==> src/hw/rtl/emt_pkg.sv <==
// Shared constants and types of the encoder multi-turn tracker.
`timescale 1ns / 1ps
`default_nettype none

package emt_pkg;

   localparam int unsigned AXES_DEF = 2;

   // Event codes carried in the input word's tuser.
   localparam logic [1:0] OP_TICK    = 2'd0;
   localparam logic [1:0] OP_REQUEST = 2'd1;
   localparam logic [1:0] OP_SAMPLE  = 2'd2;
   localparam logic [1:0] OP_ERROR   = 2'd3;

   // Register index codes, taken from csr_paddr[2].
   localparam logic CSR_READY_MASK = 1'b0;
   localparam logic CSR_MAX_AGE    = 1'b1;

   // Status byte bit positions.
   localparam int unsigned STATUS_STRONG_BIT = 3;
   localparam int unsigned STATUS_WEAK_BIT   = 4;
   localparam int unsigned STATUS_DETECT_BIT = 5;

   localparam logic [3:0]         ANGLE_HIGH_MASK = 4'hF;
   localparam logic signed [13:0] HALF_REV        = 14'sd2048;
   localparam logic signed [13:0] FULL_REV        = 14'sd4096;
   localparam logic [15:0]        AGE_LIMIT_RESET = 16'd10;
   localparam logic [15:0]        AGE_MAX         = 16'hFFFF;

   // One axis entry of the state memory.
   typedef struct packed {
      logic [11:0] last_angle;
      logic [31:0] multi_count;
      logic        seeded;
      logic        flag_detect;
      logic        flag_weak;
      logic        flag_strong;
      logic        pending;
      logic [31:0] samples_seen;
      logic [31:0] errors_seen;
      logic [31:0] skips_seen;
   } axis_rec_type;

   // Result word, lowest field in the lowest bits.
   typedef struct packed {
      logic [4:0]  pad;
      logic [31:0] skip_total;
      logic [31:0] error_total;
      logic [31:0] sample_total;
      logic        busy_res;
      logic        angle_valid;
      logic        mag_strong;
      logic        mag_weak;
      logic        mag_present;
      logic        sampled;
      logic [31:0] turn_count;
      logic [11:0] single_turn;
      logic        request_issued;
   } rsp_word_type;

endpackage

`default_nettype wire

==> src/hw/rtl/encoder_multiturn_tracker.sv <==
// Multi-turn angle tracker for a set of magnetic encoder axes.
`timescale 1ns / 1ps
`default_nettype none

// Usage:
//  req_* carries one event word per handshake: a millisecond tick, a read
//  request, an arriving sample or a read error, for the axis in tuser.
//  rsp_* returns exactly one result word per event, in order, describing
//  that axis after the event. csr_* is an APB-style port with ready_mask
//  at byte address 0 and max_age_ticks at byte address 4; pready is tied
//  high and a read returns the register value.
//  Event words pass the accept stage, then the result register.
//  Throughput: one event per cycle while rsp_tready is high, set by the single
//  read-modify-write pass through the axis state memory (read on accept,
//  written at exit); a same-axis write back is forwarded to the next word.
//  Per-axis sample ages sit in flip-flops, since a tick ages every axis.
//  Reset: synchronous; all axis state reads as zero right after reset
//  through per-entry valid bits, so no clearing pass is needed.
//  Stall: when rsp_tready is low the result word holds, one more event is
//  still taken into the memory stage, and req_tready then drops.
module encoder_multiturn_tracker #(
   parameter int unsigned AXES = emt_pkg::AXES_DEF
) (
   input  wire logic         clock,
   input  wire logic         reset,
   // input words
   input  wire logic         req_tvalid,
   output logic              req_tready,
   input  wire logic [23:0]  req_tdata,   // status_byte, angle_high, angle_low
   input  wire logic [2:0]   req_tuser,   // op[1:0], axis[2]
   // result words
   output logic              rsp_tvalid,
   input  wire logic         rsp_tready,
   // request_issued, single_turn, turn_count, sampled, mag_present,
   // mag_weak, mag_strong, angle_valid, busy_res,
   // sample_total, error_total, skip_total, zero pad
   output logic [151:0]      rsp_tdata,
   // configuration
   input  wire logic         csr_psel,
   input  wire logic         csr_penable,
   input  wire logic         csr_pwrite,
   input  wire logic [2:0]   csr_paddr,
   input  wire logic [31:0]  csr_pwdata,
   output logic [31:0]       csr_prdata,
   output logic              csr_pready
);

   localparam int unsigned AXW      = (AXES > 1) ? $clog2(AXES) : 1;
   localparam logic        AXIS1_OK = (AXES > 1);

   // ---------------------------------------------------------------------
   // Configuration registers
   // ---------------------------------------------------------------------
   logic [1:0]  ready_mask_ff, ready_mask_in;
   logic [15:0] max_age_ff, max_age_in;
   logic        csr_write;

   assign csr_pready = 1'b1;
   assign csr_write  = csr_psel && csr_penable && csr_pwrite && csr_pready;

   always_comb begin
      ready_mask_in = ready_mask_ff;
      max_age_in    = max_age_ff;
      if (csr_write) begin
         case (csr_paddr[2])
            emt_pkg::CSR_READY_MASK: ready_mask_in = csr_pwdata[1:0];
            emt_pkg::CSR_MAX_AGE:    max_age_in    = csr_pwdata[15:0];
            default: ;
         endcase
      end
   end

   always_comb begin
      case (csr_paddr[2])
         emt_pkg::CSR_READY_MASK: csr_prdata = {30'd0, ready_mask_ff};
         emt_pkg::CSR_MAX_AGE:    csr_prdata = {16'd0, max_age_ff};
         default:                 csr_prdata = 32'd0;
      endcase
   end

   // ---------------------------------------------------------------------
   // Handshake and pipeline control
   // ---------------------------------------------------------------------
   logic s1_valid_ff, s1_valid_in;
   logic rsp_valid_ff, rsp_valid_in;
   logic req_fire, s1_fire;

   // Advance the memory stage whenever the result register is free or drains.
   assign s1_fire    = s1_valid_ff && (!rsp_valid_ff || rsp_tready);
   assign req_tready = !s1_valid_ff || s1_fire;
   assign req_fire   = req_tvalid && req_tready;
   assign rsp_tvalid = rsp_valid_ff;

   always_comb begin
      s1_valid_in = s1_valid_ff;
      if (req_fire) begin
         s1_valid_in = 1'b1;
      end else if (s1_fire) begin
         s1_valid_in = 1'b0;
      end
      rsp_valid_in = rsp_valid_ff;
      if (s1_fire) begin
         rsp_valid_in = 1'b1;
      end else if (rsp_tready) begin
         rsp_valid_in = 1'b0;
      end
   end

   // ---------------------------------------------------------------------
   // Accept stage: latch the event word and issue the memory read
   // ---------------------------------------------------------------------
   logic           req_axis;
   logic [AXW-1:0] req_idx;

   assign req_axis = req_tuser[2];
   assign req_idx  = AXW'(req_axis);

   logic [1:0]     s1_op_ff;
   logic           s1_axis_ff;
   logic           s1_axis_ok_ff;
   logic [7:0]     s1_status_ff;
   logic [11:0]    s1_angle_ff;
   logic [AXW-1:0] s1_idx;

   assign s1_idx = AXW'(s1_axis_ff);

   always_ff @(posedge clock) begin
      if (req_fire) begin
         s1_op_ff      <= req_tuser[1:0];
         s1_axis_ff    <= req_axis;
         s1_axis_ok_ff <= (req_axis == 1'b0) || AXIS1_OK;
         s1_status_ff  <= req_tdata[7:0];
         s1_angle_ff   <= {req_tdata[11:8] & emt_pkg::ANGLE_HIGH_MASK, req_tdata[23:16]};
      end
   end

   // ---------------------------------------------------------------------
   // Axis state memory, one read and one write port
   // ---------------------------------------------------------------------
   emt_pkg::axis_rec_type state_mem [AXES];
   emt_pkg::axis_rec_type rd_rec_ff;
   logic                  rd_ok_ff;
   logic [AXES-1:0]       entry_valid_ff, entry_valid_in;
   emt_pkg::axis_rec_type new_rec;
   logic                  mem_write;

   assign mem_write = s1_fire && s1_axis_ok_ff;

   always_ff @(posedge clock) begin
      if (req_fire) begin
         rd_rec_ff <= state_mem[req_idx];
      end
      if (mem_write) begin
         state_mem[s1_idx] <= new_rec;
      end
   end

   always_comb begin
      entry_valid_in = entry_valid_ff;
      if (mem_write) begin
         entry_valid_in[s1_idx] = 1'b1;
      end
   end

   // Hold the last write back so a same-axis word read in that cycle sees it.
   logic                  fwd_valid_ff;
   logic [AXW-1:0]        fwd_idx_ff;
   emt_pkg::axis_rec_type fwd_rec_ff;

   always_ff @(posedge clock) begin
      if (req_fire) begin
         rd_ok_ff <= entry_valid_ff[req_idx];
      end
      if (mem_write) begin
         fwd_idx_ff <= s1_idx;
         fwd_rec_ff <= new_rec;
      end
   end

   // ---------------------------------------------------------------------
   // Modify stage
   // ---------------------------------------------------------------------
   emt_pkg::axis_rec_type cur_rec;
   logic                  issued;
   logic signed [13:0]    diff;
   logic                  axis_ready;

   assign axis_ready = ready_mask_ff[s1_axis_ff];

   always_comb begin
      // Unwritten entries read as zero.
      if (fwd_valid_ff && (fwd_idx_ff == s1_idx)) begin
         cur_rec = fwd_rec_ff;
      end else if (rd_ok_ff) begin
         cur_rec = rd_rec_ff;
      end else begin
         cur_rec = '0;
      end

      new_rec = cur_rec;
      issued  = 1'b0;
      diff    = $signed({2'b00, s1_angle_ff}) - $signed({2'b00, cur_rec.last_angle});
      if (diff > emt_pkg::HALF_REV) begin
         diff = diff - emt_pkg::FULL_REV;
      end else if (diff < -emt_pkg::HALF_REV) begin
         diff = diff + emt_pkg::FULL_REV;
      end

      case (s1_op_ff)
         emt_pkg::OP_REQUEST: begin
            if (axis_ready) begin
               if (cur_rec.pending) begin
                  new_rec.skips_seen = cur_rec.skips_seen + 32'd1;
               end else begin
                  new_rec.pending = 1'b1;
                  issued          = 1'b1;
               end
            end
         end
         emt_pkg::OP_SAMPLE: begin
            new_rec.flag_detect = s1_status_ff[emt_pkg::STATUS_DETECT_BIT];
            new_rec.flag_weak   = s1_status_ff[emt_pkg::STATUS_WEAK_BIT];
            new_rec.flag_strong = s1_status_ff[emt_pkg::STATUS_STRONG_BIT];
            if (!cur_rec.seeded) begin
               // First sample seeds the count.
               new_rec.multi_count = {20'd0, s1_angle_ff};
               new_rec.seeded      = 1'b1;
            end else begin
               new_rec.multi_count = cur_rec.multi_count + {{18{diff[13]}}, diff};
            end
            new_rec.last_angle   = s1_angle_ff;
            new_rec.samples_seen = cur_rec.samples_seen + 32'd1;
            new_rec.pending      = 1'b0;
         end
         emt_pkg::OP_ERROR: begin
            new_rec.pending     = 1'b0;
            new_rec.errors_seen = cur_rec.errors_seen + 32'd1;
         end
         default: ;
      endcase
   end

   // Sample ages: a tick ages every axis, saturating; a sample clears its own.
   logic [15:0] age_ff   [AXES];
   logic [15:0] age_next [AXES];

   always_comb begin
      for (int i = 0; i < AXES; i++) begin
         age_next[i] = age_ff[i];
         if ((s1_op_ff == emt_pkg::OP_TICK) && (age_ff[i] != emt_pkg::AGE_MAX)) begin
            age_next[i] = age_ff[i] + 16'd1;
         end
         if ((s1_op_ff == emt_pkg::OP_SAMPLE) && s1_axis_ok_ff && (AXW'(i) == s1_idx)) begin
            age_next[i] = 16'd0;
         end
      end
   end

   // ---------------------------------------------------------------------
   // Result register
   // ---------------------------------------------------------------------
   emt_pkg::rsp_word_type rsp_word;
   emt_pkg::rsp_word_type rsp_data_ff;
   logic                  age_ok;

   assign age_ok = s1_axis_ok_ff && (age_next[s1_idx] <= max_age_ff);

   always_comb begin
      rsp_word = '0;
      if (s1_axis_ok_ff) begin
         rsp_word.request_issued = issued;
         rsp_word.single_turn    = new_rec.last_angle;
         rsp_word.turn_count     = new_rec.multi_count;
         rsp_word.sampled        = new_rec.seeded;
         rsp_word.mag_present    = new_rec.flag_detect;
         rsp_word.mag_weak       = new_rec.flag_weak;
         rsp_word.mag_strong     = new_rec.flag_strong;
         rsp_word.angle_valid    = axis_ready && new_rec.seeded && new_rec.flag_detect
                                   && !new_rec.flag_weak && !new_rec.flag_strong && age_ok;
         rsp_word.busy_res       = new_rec.pending;
         rsp_word.sample_total   = new_rec.samples_seen;
         rsp_word.error_total    = new_rec.errors_seen;
         rsp_word.skip_total     = new_rec.skips_seen;
      end
   end

   always_ff @(posedge clock) begin
      if (s1_fire) begin
         rsp_data_ff <= rsp_word;
      end
   end

   assign rsp_tdata = rsp_data_ff;

   // ---------------------------------------------------------------------
   // Control registers
   // ---------------------------------------------------------------------
   always_ff @(posedge clock) begin
      if (reset) begin
         ready_mask_ff  <= 2'd0;
         max_age_ff     <= emt_pkg::AGE_LIMIT_RESET;
         s1_valid_ff    <= 1'b0;
         rsp_valid_ff   <= 1'b0;
         entry_valid_ff <= '0;
         fwd_valid_ff   <= 1'b0;
         for (int i = 0; i < AXES; i++) begin
            age_ff[i] <= 16'd0;
         end
      end else begin
         ready_mask_ff  <= ready_mask_in;
         max_age_ff     <= max_age_in;
         s1_valid_ff    <= s1_valid_in;
         rsp_valid_ff   <= rsp_valid_in;
         entry_valid_ff <= entry_valid_in;
         if (mem_write) begin
            fwd_valid_ff <= 1'b1;
         end
         if (s1_fire) begin
            for (int i = 0; i < AXES; i++) begin
               age_ff[i] <= age_next[i];
            end
         end
      end
   end

endmodule

`default_nettype wire
==> config.mk <==
export PLATFORM = sky130hd
export DESIGN_NAME = encoder_multiturn_tracker
export DESIGN_NICKNAME = d
export VERILOG_FILES = /design/src/hw/rtl/emt_pkg.sv /design/src/hw/rtl/encoder_multiturn_tracker.sv
export SDC_FILE = /design/constraint.sdc
export NUM_CORES = 1
export LEC_CHECK = 0
export ABC_CLOCK_PERIOD_IN_PS = 12600
export BUFFER_PORTS_ARGS = -buffer_cell sky130_fd_sc_hd__buf_2
export CAP_MARGIN = 20
export CORE_MARGIN = 4
export CORE_UTILIZATION = 60
export DETAILED_ROUTE_END_ITERATION = 10
export GPL_TIMING_DRIVEN = 1
export PLACE_DENSITY = 0.8
export REMOVE_ABC_BUFFERS = 1
export SYNTH_ARGS = -nofsm -noshare
export SYNTH_HDL_FRONTEND = slang
export SYNTH_SLANG_ARGS = --single-unit
==> constraint.sdc <==
create_clock -name clock -period 12.6 [get_ports clock]
set_clock_uncertainty 0.05 [all_clocks]
set_input_delay 0.63 -clock clock [delete_from_list [all_inputs] [get_ports clock]]
set_output_delay 0.63 -clock clock [all_outputs]
set_load 0.01 [all_outputs]
==> metrics.md, run 1 <==
| Metric | Value |
|---|---|
| Fin crit share | `0.641` |
| Initial antenna violation count | `1` |
| Die width | `232 um` |
| Req. time, crit path | `12.91 ns` |
| Fin nets | `2,645` |
| Post-synth EDFFs | `634` |
| Crit path kind | `flop to flop` |
| Total power draw | `5.24 mW` |
| CTS tree | `built` |
| Reg area | `19,500 sq um` |
| CP Capture Type | `flop` |
| Final antenna-violating net count | `0` |
| Share of cells above drive strength 1 | `0.200` |
| Area growth from synthesis to layout | `12.7%` |
| Row cnt | `81` |
| Post-synthesis sequential area ratio | `0.647` |
| Placed Instances | `3,111` |
| FFs w/ async S/R, synth | `0` |
| Core Area | `49,300 sq um` |
| Hold Path Class | `input port to flop` |
| Total CTS buffers | `68` |
| Post-CTS Setup Repair Bufs | `0` |
| Boundary Pins | `256` |
| Worst Path Arrival | `8.39 ns` |
| VDD IR max | `109 uV` |
| Maximum number of pins on one net before global-route repair | `157` |
| Status | `complete, no violations` |
| Die H | `232 um` |
| CTS Root Buffer Type | `clkbuf_16` |
| Fillcell total | `3,358` |
| FMAX | `0.124 GHz` |
| Reg2Reg Setup Slack | `4.52 ns` |
| Routed wire per std cell | `21.4 um` |
| CTS Sinks | `657` |
| Initial Util | `0.612` |
| Clk buf depth | `3` |
| Synth Area in Simple Gates | `0.123` |
| Compound-gate portion of the synthesized area | `0.0728` |
| Commonest non-fill, non-tap cell in the layout | `edfxtp_1` |
| Pwr Density | `154 nW/um^2` |
| DIE AREA | `53,900 sq um` |
| RSZ-0062 raised after global routing | `false` |
| Aggregate global-route resource usage | `0.253` |
| Slowest CP cell | `edfxtp_1` |
| Clk pin slew, worst setup/hold paths | `0.06 ns` |
| Crit path max fanout | `55` |
| Crit path cell chain | `buf_4 > nand3_1 > nand2_1 > ha_1 > inv_1 > fa_1 > or2_2 > a31oi_1 > xor2_1 > or4_1 > or4_1 > o41a_1 > ha_1 > nand2_1 > o21a_1 > o21bai_1 > a2111oi_2 > a211oi_1 > a31oi_4 > a21boi_1 > nor3_1 > o31ai_1` |
| Final wirelength | `69,200 um` |
| Routed vias | `19,700` |
| Tmin final | `8.08 ns` |
| Global-route wire length before repair | `108,000 um` |
| Max Transition Viols Final | `0` |
| Final setup fails | `0` |
| Number of global-route vias before repair | `20,300` |
| # DRC | `0` |
| Post-cts sizing count | `0` |
| Top FF cell, synth | `edfxtp_1` |
| First-pass DRT Iterations | `7` |
| Post-place setup slack | `4.64 ns` |
| Slew headroom | `0.302` |
| Vias per inst | `6.10` |
| Fin util | `0.690` |
| Syn. warnings | `0` |
| Hold buffer count at cts | `0` |
| Commonest cells after routing, fill and taps aside | `edfxtp_1 (634), nand2_1 (218), buf_2 (205), nor2_1 (184), a21oi_1 (160)` |
| Largest family of logic cells by synthesized area | `simple AND/OR/NAND/NOR gates` |
| Syn_area_per_cell | `12.9 sq um` |
| Finished Layout Cells | `3,232` |
| Max stage delay on crit path | `0.94 ns` |
| Mux contribution to synthesized area | `0.0594` |
| Footprint of the multi-input gates | `10,000 sq um` |
| Crit start category | `flop` |
| Least-Margin Pin Slew | `1.05 ns` |
| Grt ovf | `0` |
| Port bufs | `206` |
| Post-Synth Adder-Cell Area | `0.0252` |
| GPL Wtd Cong | `0.919` |
| Synth Register Bits | `657` |
| Post-Syn Area | `30,100 sq um` |
| Drt initial violations | `1,722` |
| Final worst slack | `4.52 ns` |
| Worst hold slack | `0.155 ns` |
| Htree depth | `3` |
| Static leakage | `12.4 nW` |
| Final hold viol count | `0` |
| Post-synthesis xor/xnor area fraction | `0.0479` |
| DP HPWL | `42,500 um` |
| Synthesized netlist cell count | `2,332` |
| Max Cap Violations | `0` |
| Worst skew pair latency | `0.60 ns` |
| Distinct cells, synth | `75` |
==> flip-flops by register name (all words and copies together), names as in the netlist <==
signal / cells
entry_valid_ff: 2
state_mem: 290
rsp_tvalid: 1
max_age_ff: 16
s1_axis_ff: 1
s1_status_ff: 3
s1_angle_ff: 12
ready_mask_ff: 2
age_ff: 32
fwd_idx_ff: 1
rd_ok_ff: 1
rsp_tdata: 147
rd_rec_ff: 145
s1_valid_ff: 1
s1_op_ff: 2
fwd_valid_ff: 1
==> synthesized netlist by cell type (6+ instances only) <==
cell / count / share of area
o22ai_1: 12 / 0.0025
dfxtp_1: 23 / 0.015
a211o_1: 9 / 0.0026
nand2b_1: 16 / 0.0033
o31ai_1: 9 / 0.0022
nand3_1: 85 / 0.014
clkbuf_1: 94 / 0.012
or3_1: 25 / 0.0052
buf_4: 22 / 0.0055
o21ai_0: 27 / 0.0045
nand4_1: 22 / 0.0046
o21a_1: 6 / 0.0015
mux2_2: 150 / 0.056
o21ai_1: 6 / 0.0010
a31oi_1: 33 / 0.0068
edfxtp_1: 634 / 0.63
a21o_1: 17 / 0.0042
nor4_1: 10 / 0.0021
a21oi_1: 160 / 0.027
ha_1: 56 / 0.023
buf_1: 12 / 0.0015
nor2_1: 186 / 0.023
nand2_1: 219 / 0.027
inv_1: 38 / 0.0047
nor3_1: 26 / 0.0043
xor2_1: 68 / 0.020
or2_2: 14 / 0.0029
and2_1: 21 / 0.0044
xnor2_1: 95 / 0.028
mux2i_1: 8 / 0.0027
a211oi_1: 25 / 0.0062
o21bai_1: 6 / 0.0015
nand3b_1: 7 / 0.0017
and3_1: 106 / 0.022
nor2b_1: 22 / 0.0046
==> layer usage <==
| metal | routed length [um] | track usage | vias to the layer above |
|---|---|---|---|
| li1 | - | - | 8976 |
| met1 | 27500 | 0.324 | 9748 |
| met2 | 34000 | 0.428 | 808 |
| met3 | 5270 | 0.0516 | 168 |
| met4 | 2420 | 0.0988 | 0 |
| met5 | 0 | 0 | - |
==> metrics by stage <==
stage / setup TNS [ns] / cell area [sq um]
6_report: 0 / 34000
2_1_floorplan: -13.22 / 29600
3_3_place_gp: 0 / 31700
4_1_cts: 0 / 33900
3_5_place_dp: 0 / 31700
5_1_grt: 0 / 34000
==> logic make-up after synthesis <==
group	count (synthesis)
AOI/OAI and AO/OA	349
xor gates and xnor gates	164
adders and majority gates	60
buffers and inverters	169
DFF	657
muxes	159
other	2
and+or+nand+nor	772
==> final cells by class <==
class,instances,share of cell area
clock buffer,85,0.0557
sequential,657,0.574
multi-input combinational,1526,0.295
tap,664,0.0245
antenna,1,0.0000736
timing repair buffer,227,0.0361
clock inverter,34,0.0104
inverter,38,0.00435
==> critical path: cells and delay by family (launching register included) <==
family                   cells  cell delay (ns)
flip-flops                   1             0.94
AO/OA/AOI/OAI                9             3.10
buffers and inverters        2             0.74
AND/OR/NAND/NOR              7             1.72
XOR/XNOR                     1             0.17
adder cells (fa/ha/maj)      3             1.08
==> worst paths after layout <==
check                 startpoint                end  depth (start not counted)
setup / recovery        rd_ok_ff  state_mem[0][129]                         22
hold / removal      req_tuser[1]        s1_op_ff[1]                          1
setup reg to reg        rd_ok_ff  state_mem[0][129]                         22
hold reg to reg   max_age_ff[11]     max_age_ff[11]                          2
==> report_power, final <==
part	leakage [nW]	switching (mW)	internal, mW	total [mW]
Sequential	6.27	0.0525	2.54	2.59
Clock	1.11	0.824	1.19	2.02
Combinational	5.05	0.402	0.234	0.636
Total	12.4	1.28	3.97	5.24
(Power assumes the default switching activity.)
==> run 2: changes to the inputs <==
--- a/config.mk
+++ b/config.mk
@@ -5,7 +5,7 @@
 export SDC_FILE = /design/constraint.sdc
 export NUM_CORES = 1
 export LEC_CHECK = 0
-export ABC_CLOCK_PERIOD_IN_PS = 12600
+export ABC_CLOCK_PERIOD_IN_PS = 7900
 export BUFFER_PORTS_ARGS = -buffer_cell sky130_fd_sc_hd__buf_2
 export CAP_MARGIN = 20
 export CORE_MARGIN = 4
==> constraint.sdc (replaced) <==
create_clock -name clock -period 7.9 [get_ports clock]
set_clock_uncertainty 0.05 [all_clocks]
set_input_delay 0.395 -clock clock [delete_from_list [all_inputs] [get_ports clock]]
set_output_delay 0.395 -clock clock [all_outputs]
set_load 0.01 [all_outputs]
==> metrics.md, run 2 (synthesized netlist as in run 1, its figures left out) <==
| Metric | Value |
|---|---|
| Core Area | `49,300 sq um (unchanged)` |
| Number of global-route vias before repair | `20,500 (+0.81%)` |
| Least-Margin Pin Slew | `1.02 ns (-0.0221 ns)` |
| Worst skew pair latency | `0.60 ns (about the same)` |
| Area growth from synthesis to layout | `13.9%` |
| Req. time, crit path | `8.21 ns (-4.70 ns)` |
| First-pass DRT Iterations | `6 (-1)` |
| Crit start category | `flop` |
| Drt initial violations | `1,605 (-6.8%)` |
| Slew headroom | `0.317 (+0.0147)` |
| Maximum number of pins on one net before global-route repair | `125 (-20%)` |
| Final setup fails | `0 (unchanged)` |
| Combinational cell fraction of total power | `0.123 (+0.002)` |
| Sw Ratio | `0.244 (+0.000670)` |
| DIE AREA | `53,900 sq um (unchanged)` |
| GPL Wtd Cong | `0.913 (-0.66%)` |
| Finished Layout Cells | `3,274 (+1.3%)` |
| Int Pwr | `6.35 mW (+60%)` |
| Max Transition Viols Final | `0 (unchanged)` |
| Commonest non-fill, non-tap cell in the layout | `edfxtp_1` |
| Fin util | `0.697 (+0.00732)` |
| Worst Path Arrival | `7.73 ns (-0.66 ns)` |
| Fin nets | `2,681 (+1.4%)` |
| Fillcell total | `3,372 (+0.42%)` |
| Switch Pwr | `2.05 mW (+61%)` |
| CP Capture Type | `flop` |
| Total CTS buffers | `69 (+1.5%)` |
| Status | `complete, no violations` |
| CTS Sinks | `657 (unchanged)` |
| Row cnt | `81 (unchanged)` |
| Reg with most FFs | `state_mem` |
| Htree depth | `3 (unchanged)` |
| Vias per inst | `6.08 (-0.20%)` |
| Initial Util | `0.612 (unchanged)` |
| Clk pin slew, worst setup/hold paths | `0.06 ns (about the same)` |
| Final hold viol count | `0 (unchanged)` |
| Clk buf depth | `3 (unchanged)` |
| Final wirelength | `70,500 um (+1.9%)` |
| Max Cap Violations | `0 (unchanged)` |
| Final antenna-violating net count | `0 (unchanged)` |
| Static leakage | `12.6 nW (+1.1%)` |
| FMAX | `0.135 GHz (+8.9%)` |
| Routed vias | `19,900 (+1.1%)` |
| Commonest cells after routing, fill and taps aside | `edfxtp_1 (634), nand2_1 (218), buf_2 (205), nor2_1 (184), a21oi_1 (160)` |
| Share of cells above drive strength 1 | `0.196 (-0.00406)` |
| Die width | `232 um (unchanged)` |
| VDD IR max | `152 uV (+39%)` |
| Crit path max fanout | `18 (-67%)` |
| Tmin final | `7.42 ns (-0.661 ns)` |
| Placed Instances | `3,113 (+0.064%)` |
| Hold Path Class | `input port to flop` |
| DP HPWL | `42,800 um (+0.83%)` |
| Crit path kind | `flop to flop` |
| RSZ-0062 raised after global routing | `false` |
| Die H | `232 um (unchanged)` |
| Initial antenna violation count | `0 (-1)` |
| Pwr Density | `245 nW/um^2 (+59%)` |
| Clock Power Share | `0.386 (about the same)` |
| Aggregate global-route resource usage | `0.260 (+0.00625)` |
| Routed wire per std cell | `21.5 um (+0.63%)` |
| Port bufs | `206 (unchanged)` |
| Fin crit share | `0.939 (+0.298)` |
| Global-route wire length before repair | `111,000 um (+2.2%)` |
| # DRC | `0 (unchanged)` |
| Grt ovf | `0 (unchanged)` |
| Max reg flops | `290 (unchanged)` |
| CTS Root Buffer Type | `clkbuf_16` |
| Boundary Pins | `256 (unchanged)` |
| CTS tree | `built` |
| Sequential fraction of design power | `0.492 (-0.002)` |
| # diodes | `0 (-1)` |
[run 2: cell types whose count changed in the layout (fill, tap and decap cells not counted), moves of 2 or more]
cell / before / now
clkinv_2: 15 / 11
inv_6: 3 / 7
clkbuf_1: 11 / 21
clkbuf_16: 74 / 72
dlygate4sd3_1: 0 / 34
clkinv_1: 6 / 8
buf_12: 1 / 3
[run 2: layer usage]
layer  vias up  track usage  routed length (um)
li1       9060            -                   -
met1      9866        0.337               27900
met2       846        0.435               34700
met3       145       0.0514                5370
met4         0        0.100                2520
met5         -            0                   0
[run 2: final timing paths]
check	startpoint	to	slack, ns	cells past startpoint
setup / recovery	fwd_valid_ff	state_mem[0][129]	0.48	22
setup reg to reg	fwd_valid_ff	state_mem[0][129]	0.48	22
hold reg to reg	max_age_ff[5]	max_age_ff[5]	0.43	2
hold / removal	rsp_tready	rsp_tvalid	0.06	4
[run 2: critical path: stages (launching register included)]
cell	delay, ns
dfxtp_1	0.65
inv_1	0.25
nor2_4	0.48
a21oi_1	0.24
ha_1	0.32
nor2b_1	0.29
nor2_1	0.15
a311oi_1	0.36
o311a_1	0.27
nor3_1	0.07
a311o_1	0.38
or4_1	0.55
o41a_1	0.70
ha_1	0.47
a21oi_1	0.20
o21a_1	0.21
o21bai_1	0.14
a2111oi_2	0.41
a211oi_2	0.15
a31oi_4	0.24
a21boi_1	0.11
o21a_1	0.18
o31ai_1	0.32
[run 2: cell type report]
cell class              count  area (sq um)  share of cell area
clock buffers              93          1880              0.0548
clock inverters            34           372              0.0108
inverters                  38           148             0.00430
multi-input cells        1526         10000               0.292
flip-flops and latches    657         19500               0.568
well taps                 664           831              0.0242
repair buffers            262          1580              0.0460
[run 2: power by group through the flow]
stage	combinational [mW]	sequential [mW]	clock, mW
after floorplan	0.675	4.22	0
after global placement	0.962	4.19	0
after detailed placement	1.00	4.20	0
after CTS	1.02	4.13	3.28
after global routing	1.13	4.14	3.43
final	1.03	4.13	3.24
[run 2: what timing repair did]
item	4_1_cts	5_1_grt
endpoints found under the setup margin	0	15
buffers inserted	0	0
endpoints found under the hold margin	35	0
hold buffers	34	0
resized for setup	0	1
[run 2: per-stage QoR]
| step | power, mW | hold WS, ns | setup TNS (ns) | setup WS, ns | instance area, sq um |
|---|---|---|---|---|---|
| floorplan | 4.90 | 0.385 | -692.40 | -5.31 | 29600 |
| global placement | 5.15 | 0.393 | 0 | 0.526 | 31700 |
| detailed placement | 5.20 | 0.420 | 0 | 0.355 | 31700 |
| CTS | 8.44 | 0.0344 | 0 | 0.268 | 34300 |
| global route | 8.71 | 0.0794 | 0 | 0.0127 | 34300 |
| finish | 8.40 | 0.0610 | 0 | 0.483 | 34300 |
